### src/per_port_link_rate_meter_unit_defines.svh
`ifndef PER_PORT_LINK_RATE_METER_UNIT_DEFINES_SVH
`define PER_PORT_LINK_RATE_METER_UNIT_DEFINES_SVH

// same-cycle implication
`define PPLRM_ASSERT_NOW(label, clk, rst, ante, cons, msg) \
   label: assert property (@(posedge clk) disable iff (rst) (ante) |-> (cons)) \
      else $error(msg);

// next-cycle implication
`define PPLRM_ASSERT_NEXT(label, clk, rst, ante, cons, msg) \
   label: assert property (@(posedge clk) disable iff (rst) (ante) |=> (cons)) \
      else $error(msg);

`endif

### src/pplrm_pkg.sv
package pplrm_pkg;

   localparam int FUNC_W    = 2;
   localparam int PORT_W    = 4;
   localparam int CNT_W     = 16;
   localparam int MS_W      = 16;
   localparam int RATE_W    = 26;
   localparam int TIME_W    = 32;
   localparam int STEP_W    = $clog2(RATE_W);
   localparam int CSR_IDX_W = 1;

   localparam logic [9:0]      RATE_SCALE   = 10'd1000;
   localparam logic [MS_W-1:0] PERIOD_RESET = 16'd1000;
   localparam logic [MS_W-1:0] HOLD_RESET   = 16'd250;

   typedef enum logic [FUNC_W-1:0] {
      FUNC_TICK  = 2'd0,
      FUNC_TX    = 2'd1,
      FUNC_RX    = 2'd2,
      FUNC_QUERY = 2'd3
   } func_type;

   localparam logic [CSR_IDX_W-1:0] CSR_SAMPLE_PERIOD = 1'b0;
   localparam logic [CSR_IDX_W-1:0] CSR_ACTIVITY_HOLD = 1'b1;

   typedef struct packed {
      logic [CNT_W-1:0]  tx_count;
      logic [CNT_W-1:0]  rx_count;
      logic [RATE_W-1:0] tx_rate;
      logic [RATE_W-1:0] rx_rate;
      logic [TIME_W-1:0] last_tx;
      logic [TIME_W-1:0] last_rx;
      logic              tx_seen;
      logic              rx_seen;
   } entry_type;

   typedef struct packed {
      logic             start;
      logic [CNT_W-1:0] count;
      logic [MS_W-1:0]  den;
   } div_req_type;

   typedef struct packed {
      logic              done;
      logic [RATE_W-1:0] quotient;
   } div_rsp_type;

endpackage

### src/pplrm_div.sv
`include "per_port_link_rate_meter_unit_defines.svh"

module pplrm_div (
   input  logic                   clock,
   input  logic                   reset,
   input  pplrm_pkg::div_req_type div_req,
   output pplrm_pkg::div_rsp_type div_rsp
);
   import pplrm_pkg::*;

   typedef enum logic [2:0] {
      D_IDLE = 3'b001,
      D_MUL  = 3'b010,
      D_RUN  = 3'b100
   } dst_type;

   dst_type           state_ff, state_in;
   logic [CNT_W-1:0]  count_ff, count_in;
   logic [MS_W-1:0]   den_ff, den_in;
   logic [RATE_W-1:0] quo_ff, quo_in;
   logic [MS_W-1:0]   rem_ff, rem_in;
   logic [STEP_W-1:0] step_ff, step_in;
   logic              done_ff, done_in;
   logic [MS_W:0]     rem_sh;
   logic [MS_W:0]     diff;
   logic              ge;

   assign rem_sh = {rem_ff, quo_ff[RATE_W-1]};
   assign diff   = rem_sh - {1'b0, den_ff};
   assign ge     = rem_sh >= {1'b0, den_ff};

   always_comb begin
      state_in = state_ff;
      count_in = count_ff;
      den_in   = den_ff;
      quo_in   = quo_ff;
      rem_in   = rem_ff;
      step_in  = step_ff;
      done_in  = 1'b0;
      unique case (state_ff)
         D_IDLE: begin
            if (div_req.start) begin
               count_in = div_req.count;
               den_in   = div_req.den;
               state_in = D_MUL;
            end
         end
         D_MUL: begin
            quo_in   = {{(RATE_W-CNT_W){1'b0}}, count_ff} * RATE_W'(RATE_SCALE);
            rem_in   = '0;
            step_in  = '0;
            state_in = D_RUN;
         end
         D_RUN: begin
            quo_in  = {quo_ff[RATE_W-2:0], ge};
            rem_in  = ge ? diff[MS_W-1:0] : rem_sh[MS_W-1:0];
            step_in = step_ff + 1'b1;
            if (step_ff == STEP_W'(RATE_W - 1)) begin
               done_in  = 1'b1;
               state_in = D_IDLE;
            end
         end
         default: state_in = D_IDLE;
      endcase
   end

   always_ff @(posedge clock) begin
      if (reset) begin
         state_ff <= D_IDLE;
         done_ff  <= 1'b0;
      end else begin
         state_ff <= state_in;
         done_ff  <= done_in;
      end
      count_ff <= count_in;
      den_ff   <= den_in;
      quo_ff   <= quo_in;
      rem_ff   <= rem_in;
      step_ff  <= step_in;
   end

   assign div_rsp.done     = done_ff;
   assign div_rsp.quotient = quo_ff;

   `PPLRM_ASSERT_NEXT(a_done_single, clock, reset, done_ff, !done_ff, "divider done held two cycles")
   `PPLRM_ASSERT_NOW(a_start_idle, clock, reset, div_req.start, state_ff == D_IDLE, "divider started while busy")
   `PPLRM_ASSERT_NOW(a_den_nonzero, clock, reset, div_req.start, div_req.den != '0, "divider started with a zero divisor")

endmodule

### src/per_port_link_rate_meter_unit.sv
// Per-port link rate meter.
// Input channel (req_): one word per tick, transmit event, receive event or
// status query; req_port names the port. Ticks advance the millisecond clock
// and the measurement window; events bump the port's saturating counts.
// Result channel (rsp_): one word per query with the held rates and activity
// flags; other words give no result. Out-of-range ports read as all zero.
// Configuration (csr_): sample period at index 0, activity hold at index 1;
// always ready, write only while the block is idle.
// Sequence: a tick that does not end a window leaves the block idle; an event
// or query reads the port memory, then updates it or loads the result. A window
// end runs a sweep over the port memory through one shift-subtract divider:
// per port a read and setup, then two 26-step divisions, tx then rx.
// Reset: a clearing pass writes every port entry to zero with req_ready low;
// period and hold return to 1000 and 250.
// A result waits in the output register while rsp_ready is low; a later
// query then holds in its result stage, and req_ready stays low until the
// pending word is taken.
`include "per_port_link_rate_meter_unit_defines.svh"

module per_port_link_rate_meter_unit #(
   parameter int NUM_PORTS = 4
) (
   input  logic                                 clock,
   input  logic                                 reset,
   input  logic                                 req_valid,
   output logic                                 req_ready,
   input  logic [pplrm_pkg::FUNC_W-1:0]         req_func,
   input  logic [pplrm_pkg::PORT_W-1:0]         req_port,
   output logic                                 rsp_valid,
   input  logic                                 rsp_ready,
   output logic                                 rsp_port_valid,
   output logic [pplrm_pkg::RATE_W-1:0]         rsp_tx_rate,
   output logic [pplrm_pkg::RATE_W-1:0]         rsp_rx_rate,
   output logic                                 rsp_tx_live,
   output logic                                 rsp_rx_live,
   input  logic                                 csr_valid,
   output logic                                 csr_ready,
   input  logic [pplrm_pkg::CSR_IDX_W-1:0]      csr_index,
   input  logic [pplrm_pkg::MS_W-1:0]           csr_wdata
);
   import pplrm_pkg::*;

   localparam int IDX_W = (NUM_PORTS > 1) ? $clog2(NUM_PORTS) : 1;

   typedef enum logic [6:0] {
      S_CLEAR  = 7'b0000001,
      S_IDLE   = 7'b0000010,
      S_EXEC   = 7'b0000100,
      S_SW_RD  = 7'b0001000,
      S_SW_TX  = 7'b0010000,
      S_SW_TXW = 7'b0100000,
      S_SW_RXW = 7'b1000000
   } st_type;

   st_type            state_ff, state_in;
   func_type          func_ff, func_in;
   logic              ok_ff, ok_in;
   logic [IDX_W-1:0]  idx_ff, idx_in;
   logic [TIME_W-1:0] now_ff, now_in;
   logic [MS_W-1:0]   window_ff, window_in;
   logic [MS_W-1:0]   den_ff, den_in;
   logic [MS_W-1:0]   period_ff, period_in;
   logic [MS_W-1:0]   hold_ff, hold_in;
   logic [RATE_W-1:0] tx_rate_ff, tx_rate_in;
   logic              rsp_valid_ff, rsp_valid_in;
   logic              rsp_ok_ff, rsp_ok_in;
   logic [RATE_W-1:0] rsp_tx_rate_ff, rsp_tx_rate_in;
   logic [RATE_W-1:0] rsp_rx_rate_ff, rsp_rx_rate_in;
   logic              rsp_tx_act_ff, rsp_tx_act_in;
   logic              rsp_rx_act_ff, rsp_rx_act_in;

   entry_type         mem [NUM_PORTS];
   entry_type         rd_ff;
   logic              mem_we;
   logic [IDX_W-1:0]  mem_waddr;
   entry_type         mem_wdata;
   logic              mem_re;
   logic [IDX_W-1:0]  mem_raddr;

   div_req_type       div_req;
   div_rsp_type       div_rsp;

   logic              req_ok;
   logic              last_idx;
   logic [MS_W-1:0]   win_inc;
   logic              win_end;
   logic [TIME_W-1:0] tx_age;
   logic [TIME_W-1:0] rx_age;
   logic              tx_act;
   logic              rx_act;

   assign req_ok   = {1'b0, req_port} < (PORT_W + 1)'(NUM_PORTS);
   assign last_idx = idx_ff == IDX_W'(NUM_PORTS - 1);
   assign win_inc  = window_ff + 1'b1;
   assign win_end  = (win_inc >= period_ff) && (win_inc != '0);
   assign tx_age   = now_ff - rd_ff.last_tx;
   assign rx_age   = now_ff - rd_ff.last_rx;
   assign tx_act   = rd_ff.tx_seen && (tx_age <= {{(TIME_W-MS_W){1'b0}}, hold_ff});
   assign rx_act   = rd_ff.rx_seen && (rx_age <= {{(TIME_W-MS_W){1'b0}}, hold_ff});

   assign req_ready = state_ff == S_IDLE;
   assign csr_ready = 1'b1;

   always_comb begin
      state_in       = state_ff;
      func_in        = func_ff;
      ok_in          = ok_ff;
      idx_in         = idx_ff;
      now_in         = now_ff;
      window_in      = window_ff;
      den_in         = den_ff;
      period_in      = period_ff;
      hold_in        = hold_ff;
      tx_rate_in     = tx_rate_ff;
      rsp_valid_in   = rsp_valid_ff && !rsp_ready;
      rsp_ok_in      = rsp_ok_ff;
      rsp_tx_rate_in = rsp_tx_rate_ff;
      rsp_rx_rate_in = rsp_rx_rate_ff;
      rsp_tx_act_in  = rsp_tx_act_ff;
      rsp_rx_act_in  = rsp_rx_act_ff;
      mem_we         = 1'b0;
      mem_waddr      = idx_ff;
      mem_wdata      = rd_ff;
      mem_re         = 1'b0;
      mem_raddr      = idx_ff;
      div_req.start  = 1'b0;
      div_req.count  = rd_ff.tx_count;
      div_req.den    = den_ff;

      if (csr_valid) begin
         unique case (csr_index)
            CSR_SAMPLE_PERIOD: period_in = csr_wdata;
            CSR_ACTIVITY_HOLD: hold_in   = csr_wdata;
         endcase
      end

      unique case (state_ff)
         S_CLEAR: begin
            mem_we    = 1'b1;
            mem_wdata = '0;
            if (last_idx) begin
               state_in = S_IDLE;
            end else begin
               idx_in = idx_ff + 1'b1;
            end
         end
         S_IDLE: begin
            if (req_valid) begin
               func_in = func_type'(req_func);
               ok_in   = req_ok;
               idx_in  = req_port[IDX_W-1:0];
               if (req_func == FUNC_TICK) begin
                  now_in = now_ff + 1'b1;
                  if (win_end) begin
                     window_in = '0;
                     den_in    = win_inc;
                     idx_in    = '0;
                     state_in  = S_SW_RD;
                  end else begin
                     window_in = win_inc;
                  end
               end else begin
                  mem_re    = req_ok;
                  mem_raddr = req_port[IDX_W-1:0];
                  state_in  = S_EXEC;
               end
            end
         end
         S_EXEC: begin
            unique case (func_ff)
               FUNC_TX: begin
                  mem_we = ok_ff;
                  if (rd_ff.tx_count != '1) begin
                     mem_wdata.tx_count = rd_ff.tx_count + 1'b1;
                  end
                  mem_wdata.last_tx = now_ff;
                  mem_wdata.tx_seen = 1'b1;
                  state_in          = S_IDLE;
               end
               FUNC_RX: begin
                  mem_we = ok_ff;
                  if (rd_ff.rx_count != '1) begin
                     mem_wdata.rx_count = rd_ff.rx_count + 1'b1;
                  end
                  mem_wdata.last_rx = now_ff;
                  mem_wdata.rx_seen = 1'b1;
                  state_in          = S_IDLE;
               end
               FUNC_QUERY: begin
                  if (!rsp_valid_ff || rsp_ready) begin
                     rsp_valid_in   = 1'b1;
                     rsp_ok_in      = ok_ff;
                     rsp_tx_rate_in = ok_ff ? rd_ff.tx_rate : '0;
                     rsp_rx_rate_in = ok_ff ? rd_ff.rx_rate : '0;
                     rsp_tx_act_in  = ok_ff && tx_act;
                     rsp_rx_act_in  = ok_ff && rx_act;
                     state_in       = S_IDLE;
                  end
               end
               FUNC_TICK: state_in = S_IDLE;
            endcase
         end
         S_SW_RD: begin
            mem_re   = 1'b1;
            state_in = S_SW_TX;
         end
         S_SW_TX: begin
            div_req.start = 1'b1;
            state_in      = S_SW_TXW;
         end
         S_SW_TXW: begin
            if (div_rsp.done) begin
               tx_rate_in    = div_rsp.quotient;
               div_req.start = 1'b1;
               div_req.count = rd_ff.rx_count;
               state_in      = S_SW_RXW;
            end
         end
         S_SW_RXW: begin
            if (div_rsp.done) begin
               mem_we             = 1'b1;
               mem_wdata.tx_count = '0;
               mem_wdata.rx_count = '0;
               mem_wdata.tx_rate  = tx_rate_ff;
               mem_wdata.rx_rate  = div_rsp.quotient;
               if (last_idx) begin
                  state_in = S_IDLE;
               end else begin
                  idx_in   = idx_ff + 1'b1;
                  state_in = S_SW_RD;
               end
            end
         end
         default: state_in = S_CLEAR;
      endcase
   end

   always_ff @(posedge clock) begin
      if (mem_we) begin
         mem[mem_waddr] <= mem_wdata;
      end
      if (mem_re) begin
         rd_ff <= mem[mem_raddr];
      end
   end

   always_ff @(posedge clock) begin
      if (reset) begin
         state_ff     <= S_CLEAR;
         idx_ff       <= '0;
         now_ff       <= '0;
         window_ff    <= '0;
         period_ff    <= PERIOD_RESET;
         hold_ff      <= HOLD_RESET;
         rsp_valid_ff <= 1'b0;
      end else begin
         state_ff     <= state_in;
         idx_ff       <= idx_in;
         now_ff       <= now_in;
         window_ff    <= window_in;
         period_ff    <= period_in;
         hold_ff      <= hold_in;
         rsp_valid_ff <= rsp_valid_in;
      end
      func_ff        <= func_in;
      ok_ff          <= ok_in;
      den_ff         <= den_in;
      tx_rate_ff     <= tx_rate_in;
      rsp_ok_ff      <= rsp_ok_in;
      rsp_tx_rate_ff <= rsp_tx_rate_in;
      rsp_rx_rate_ff <= rsp_rx_rate_in;
      rsp_tx_act_ff  <= rsp_tx_act_in;
      rsp_rx_act_ff  <= rsp_rx_act_in;
   end

   pplrm_div u_div (
      .clock   (clock),
      .reset   (reset),
      .div_req (div_req),
      .div_rsp (div_rsp)
   );

   assign rsp_valid      = rsp_valid_ff;
   assign rsp_port_valid = rsp_ok_ff;
   assign rsp_tx_rate    = rsp_tx_rate_ff;
   assign rsp_rx_rate    = rsp_rx_rate_ff;
   assign rsp_tx_live    = rsp_tx_act_ff;
   assign rsp_rx_live    = rsp_rx_act_ff;

   `PPLRM_ASSERT_NEXT(a_item_blocks, clock, reset, req_valid && req_ready && (req_func != FUNC_TICK), !req_ready, "ready high in the cycle after an event or query word")
   `PPLRM_ASSERT_NOW(a_write_state, clock, reset, mem_we, (state_ff == S_EXEC) || (state_ff == S_CLEAR) || (state_ff == S_SW_RXW), "port memory written outside an update state")
   `PPLRM_ASSERT_NOW(a_sweep_window, clock, reset, (state_ff == S_SW_RD) || (state_ff == S_SW_TX) || (state_ff == S_SW_TXW) || (state_ff == S_SW_RXW), window_ff == '0, "window counter not cleared during sweep")

endmodule
### config.mk
export PLATFORM = sky130hd
export DESIGN_NAME = per_port_link_rate_meter_unit
export DESIGN_NICKNAME = d
export VERILOG_FILES = /design/src/pplrm_pkg.sv /design/src/pplrm_div.sv /design/src/per_port_link_rate_meter_unit.sv
export VERILOG_INCLUDE_DIRS = /design/src /design/src/src
export SDC_FILE = /design/constraint.sdc
export NUM_CORES = 2
export LEC_CHECK = 0
export BUFFER_PORTS_ARGS = -buffer_cell sky130_fd_sc_hd__clkbuf_2
export CORE_ASPECT_RATIO = 0.6
export CORE_MARGIN = 5
export CORE_UTILIZATION = 33
export DETAILED_ROUTE_END_ITERATION = 8
export GPL_ROUTABILITY_DRIVEN = 0
export GPL_TIMING_DRIVEN = 0
export PLACE_DENSITY = 0.53
export SLEW_MARGIN = 20
export SYNTH_ARGS = -nofsm -noshare
export SYNTH_HDL_FRONTEND = slang
export SYNTH_HIERARCHICAL = 1
export SYNTH_SLANG_ARGS = --single-unit
### constraint.sdc
create_clock -name clock -period 5.35 [get_ports clock]
set_input_delay 1.07 -clock clock [delete_from_list [all_inputs] [get_ports clock]]
set_output_delay 1.07 -clock clock [all_outputs]
set_load 0.01 [all_outputs]
==> impl_metrics.env <==
export IMPL_swShare_pct=30.9
export IMPL_p_leak_uw=0.0202
export IMPL_routedWlPerCell_um=23.6
export IMPL_clock_skew_ns=0.0308
export IMPL_yosysWarnings=6
export IMPL_cp_arrival_ns=5.61
export IMPL_grt_overflow_total=0
export IMPL_dr_total_vias=35226
export IMPL_crit_family="compound AO/OA/AOI/OAI gates"
export IMPL_grt_max_degree=40
export IMPL_ys_types=88
export IMPL_drive_gt1_share_pct=7.26
export IMPL_min_path_type="register to register"
export IMPL_core_area_mm2=0.148
export IMPL_cts_root_buf="clkbuf_16"
export IMPL_synth_async_reset_ratio_pct=0
export IMPL_ir_worst_vdd_mv=0.323
export IMPL_port_buffer_count=84
export IMPL_ys_seq_elements=1023
export IMPL_cp_slowest_cell="dfxtp_1"
export IMPL_max_clock_freq_mhz=196
export IMPL_reg2regPathDepth=18
export IMPL_cts_buffers=97
export IMPL_worst_pin_slew_ns=1.19
export IMPL_max_stage_delay_ns=0.84
export IMPL_postPlaceCellArea_mm2=0.0528
export IMPL_final_common_cell="edfxtp_1"
export IMPL_first_iter_violations=4154
export IMPL_setup_viol=0
export IMPL_critical_path_class="register to register"
export IMPL_slew_viol_final=0
export IMPL_cts_tree="yes"
export IMPL_grt_total_usage_pct=19.3
export IMPL_maxSlewHeadroom_pct=20.2
export IMPL_holdPathStages=0
export IMPL_hold_viol=0
export IMPL_dp_hpwl_mm=110
export IMPL_seq_power_share_pct=48.8
export IMPL_via_per_inst=5.35
export IMPL_fin_nets=4783
export IMPL_rsz0062_at_grt="false"
export IMPL_cts_hold_buf=0
export IMPL_clockBufferDepth=3
export IMPL_critPathBufInv=0
export IMPL_ys_seq_area_share_pct=60.5
export IMPL_crit_cells=18
export IMPL_syn_to_final_growth_pct=13.9
export IMPL_run_status="completed"
export IMPL_maxCapViolCount=0
export IMPL_clkTransAtPathRegs_ns=0.07
export IMPL_p_sw_uw=7280
export IMPL_first_pass_iters=6
export IMPL_die_area_mm2=0.157
export IMPL_utilization_pct=38.0
export IMPL_internal_power_uw=16300
export IMPL_start_util_pct=33.3
export IMPL_final_antenna_net_count=0
export IMPL_syn_area_mm2=0.0492
export IMPL_antenna_found_initial=12
export IMPL_clock_sinks=1023
export IMPL_power_density_mw_per_mm2=421
export IMPL_clockPowerShare_pct=29.8
export IMPL_finalInstanceArea_mm2=0.0561
export IMPL_drcViolationCount=0
export IMPL_comb_power_share_pct=21.4
export IMPL_synth_nets=4572
export IMPL_required_ns=5.86
export IMPL_tns_ns=0
export IMPL_syn_avg_cell_area_um2=11.5
export IMPL_grt_pass1_vias=32879
export IMPL_crit_chain="ha_1, o21ai_0, a31oi_4, a2bb2oi_2, and2_1, o21ai_0, a21o_1, a21oi_1, xnor2_1, ha_1, nand4_1, nor3_1, nand2_1, o21a_1, a2111o_1, nor4_2, o2111ai_1, nor4_1"
export IMPL_routed_wl_mm=155
export IMPL_dieWidth_um=509
export IMPL_ys_flop_type="edfxtp_1"
export IMPL_cp_start_kind="register"
export IMPL_power_uw=23600
export IMPL_htreeDepth=3
export IMPL_synthCells=4294
export IMPL_cts_setup_buffers=0
export IMPL_clk_latency_ns=0.72
export IMPL_dieHeight_um=309
export IMPL_io_pins=86
export IMPL_rows=109
export IMPL_final_period_utilization_pct=95.2
export IMPL_nFillCells=14384
export IMPL_synth_edf_count=929
export IMPL_layout_min_cycle_time_ns=5.09
export IMPL_critPathMaxFanout=8
export IMPL_layout_common_cells="929 x edfxtp_1, 787 x nand2_1, 241 x inv_1"
export IMPL_grt_pass1_wl_mm=226
export IMPL_end_kind="register"
==> power groups by stage <==
stage | combinational, µW | sequential, µW | clock (µW)
5_1_grt | 5480 | 11600 | 7510
3_3_place_gp | 4700 | 11900 | 0
4_1_cts | 5050 | 11500 | 7170
6_report | 5040 | 11500 | 7030
2_1_floorplan | 2830 | 11700 | 0
3_5_place_dp | 5040 | 11700 | 0
==> logic make-up (layout without fill, tap and decap cells) <==
logic type	after synthesis	count (layout)	share of synthesized area (%)
mux	19	19	0.394
xor+xnor	118	118	2.10
other cells	1	5	0.00762
flops	1023	1023	60.5
buf+inv	454	748	3.54
simple gates	1497	1497	14.2
fa+ha+maj	250	250	7.22
compound gates	932	932	12.0
==> cells in the mapped netlist (all sizes together), types with 6 or more instances <==
| cell | number | area [µm²] |
|---|---|---|
| a31o | 7 | 61.3 |
| ha | 193 | 2410 |
| edfxtp | 929 | 27900 |
| and3 | 25 | 156 |
| nand2 | 789 | 2970 |
| a21boi | 6 | 45.0 |
| o31ai | 16 | 125 |
| nor4 | 11 | 68.8 |
| inv | 241 | 905 |
| o211ai | 15 | 113 |
| o21a | 18 | 135 |
| nor3 | 38 | 195 |
| a211o | 11 | 96.3 |
| or4 | 6 | 48.8 |
| mux2i | 16 | 160 |
| nor2b | 28 | 175 |
| buf | 19 | 111 |
| nand3b | 16 | 120 |
| and4 | 8 | 72.6 |
| dfxtp | 94 | 1880 |
| nand2b | 24 | 150 |
| nor3b | 11 | 82.6 |
| a31oi | 177 | 1110 |
| nor2 | 160 | 601 |
| or3 | 17 | 106 |
| o21ai | 237 | 1190 |
| or2 | 12 | 75.1 |
| a211oi | 168 | 1260 |
| a21oi | 167 | 840 |
| a2111oi | 7 | 61.3 |
| clkbuf | 193 | 724 |
| and2 | 221 | 1380 |
| fa | 57 | 1140 |
| xor2 | 57 | 499 |
| nand3 | 74 | 388 |
| xnor2 | 61 | 534 |
| o2111ai | 9 | 78.8 |
| a21o | 38 | 285 |
| nand4 | 42 | 263 |
==> sequential cells by signal, summed over array words and instances, names as in the netlist, 26 cells and up <==
signal and count:
now_ff 32, u_div/quo_ff 26, mem 600, rd_ff 150, rsp_tx_rate 26, tx_rate_ff 26
rsp_rx_rate 26
==> final timing paths <==
check                                start          endpoint  slack (ns)
worst max-delay path             now_ff[4]       rsp_tx_live        0.26
worst min-delay path            den_ff[15]  u_div/den_ff[15]        0.42
worst max register to register   now_ff[4]       rsp_tx_live        0.26
worst min register to register  den_ff[15]  u_div/den_ff[15]        0.42
==> routing by layer <==
| metal | wire [µm] | vias to the layer above | part of all wire [%] | GRT usage (%) |
|---|---|---|---|---|
| met4 | 2430 | 2 | 1.6 | 3.87 |
| li1 | - | 16005 | - | - |
| met2 | 60500 | 1512 | 39 | 25.6 |
| met1 | 76600 | 17543 | 49 | 31.3 |
| met5 | 12 | - | 0.0077 | 0 |
| met3 | 15700 | 164 | 10 | 4.62 |
==> through the flow <==
| step | hold WS (ns) | worst slack, ns | instances |
|---|---|---|---|
| 4_1_cts | 0.423 | 0.111 | 6586 |
| 6_report | 0.422 | 0.257 | 6590 |
| 5_1_grt | 0.427 | 0.0128 | 6586 |
| 2_1_floorplan | 0.400 | 0.0724 | 4294 |
| 3_3_place_gp | 0.410 | -3.81 | 6376 |
| 3_5_place_dp | 0.407 | -0.0504 | 6404 |
==> layout make-up <==
type,count,area (µm²),area share [%]
flip-flops and latches,1023,29800,53.1
clock buffers,117,2500,4.46
repair buffers,112,1040,1.86
multi-input cells,2817,17800,31.7
well taps,1998,2500,4.46
inverters,242,908,1.62
clock inverters,65,667,1.19
diodes,4,10.0,0.0179
plain buffers,212,855,1.52
==> repair_timing <==
action                                  CTS  global route
hold endpoints to repair                  0             0
endpoints found under the setup margin    1             2
resized for setup                         2             9
Power figures use the tool's default switching activity.
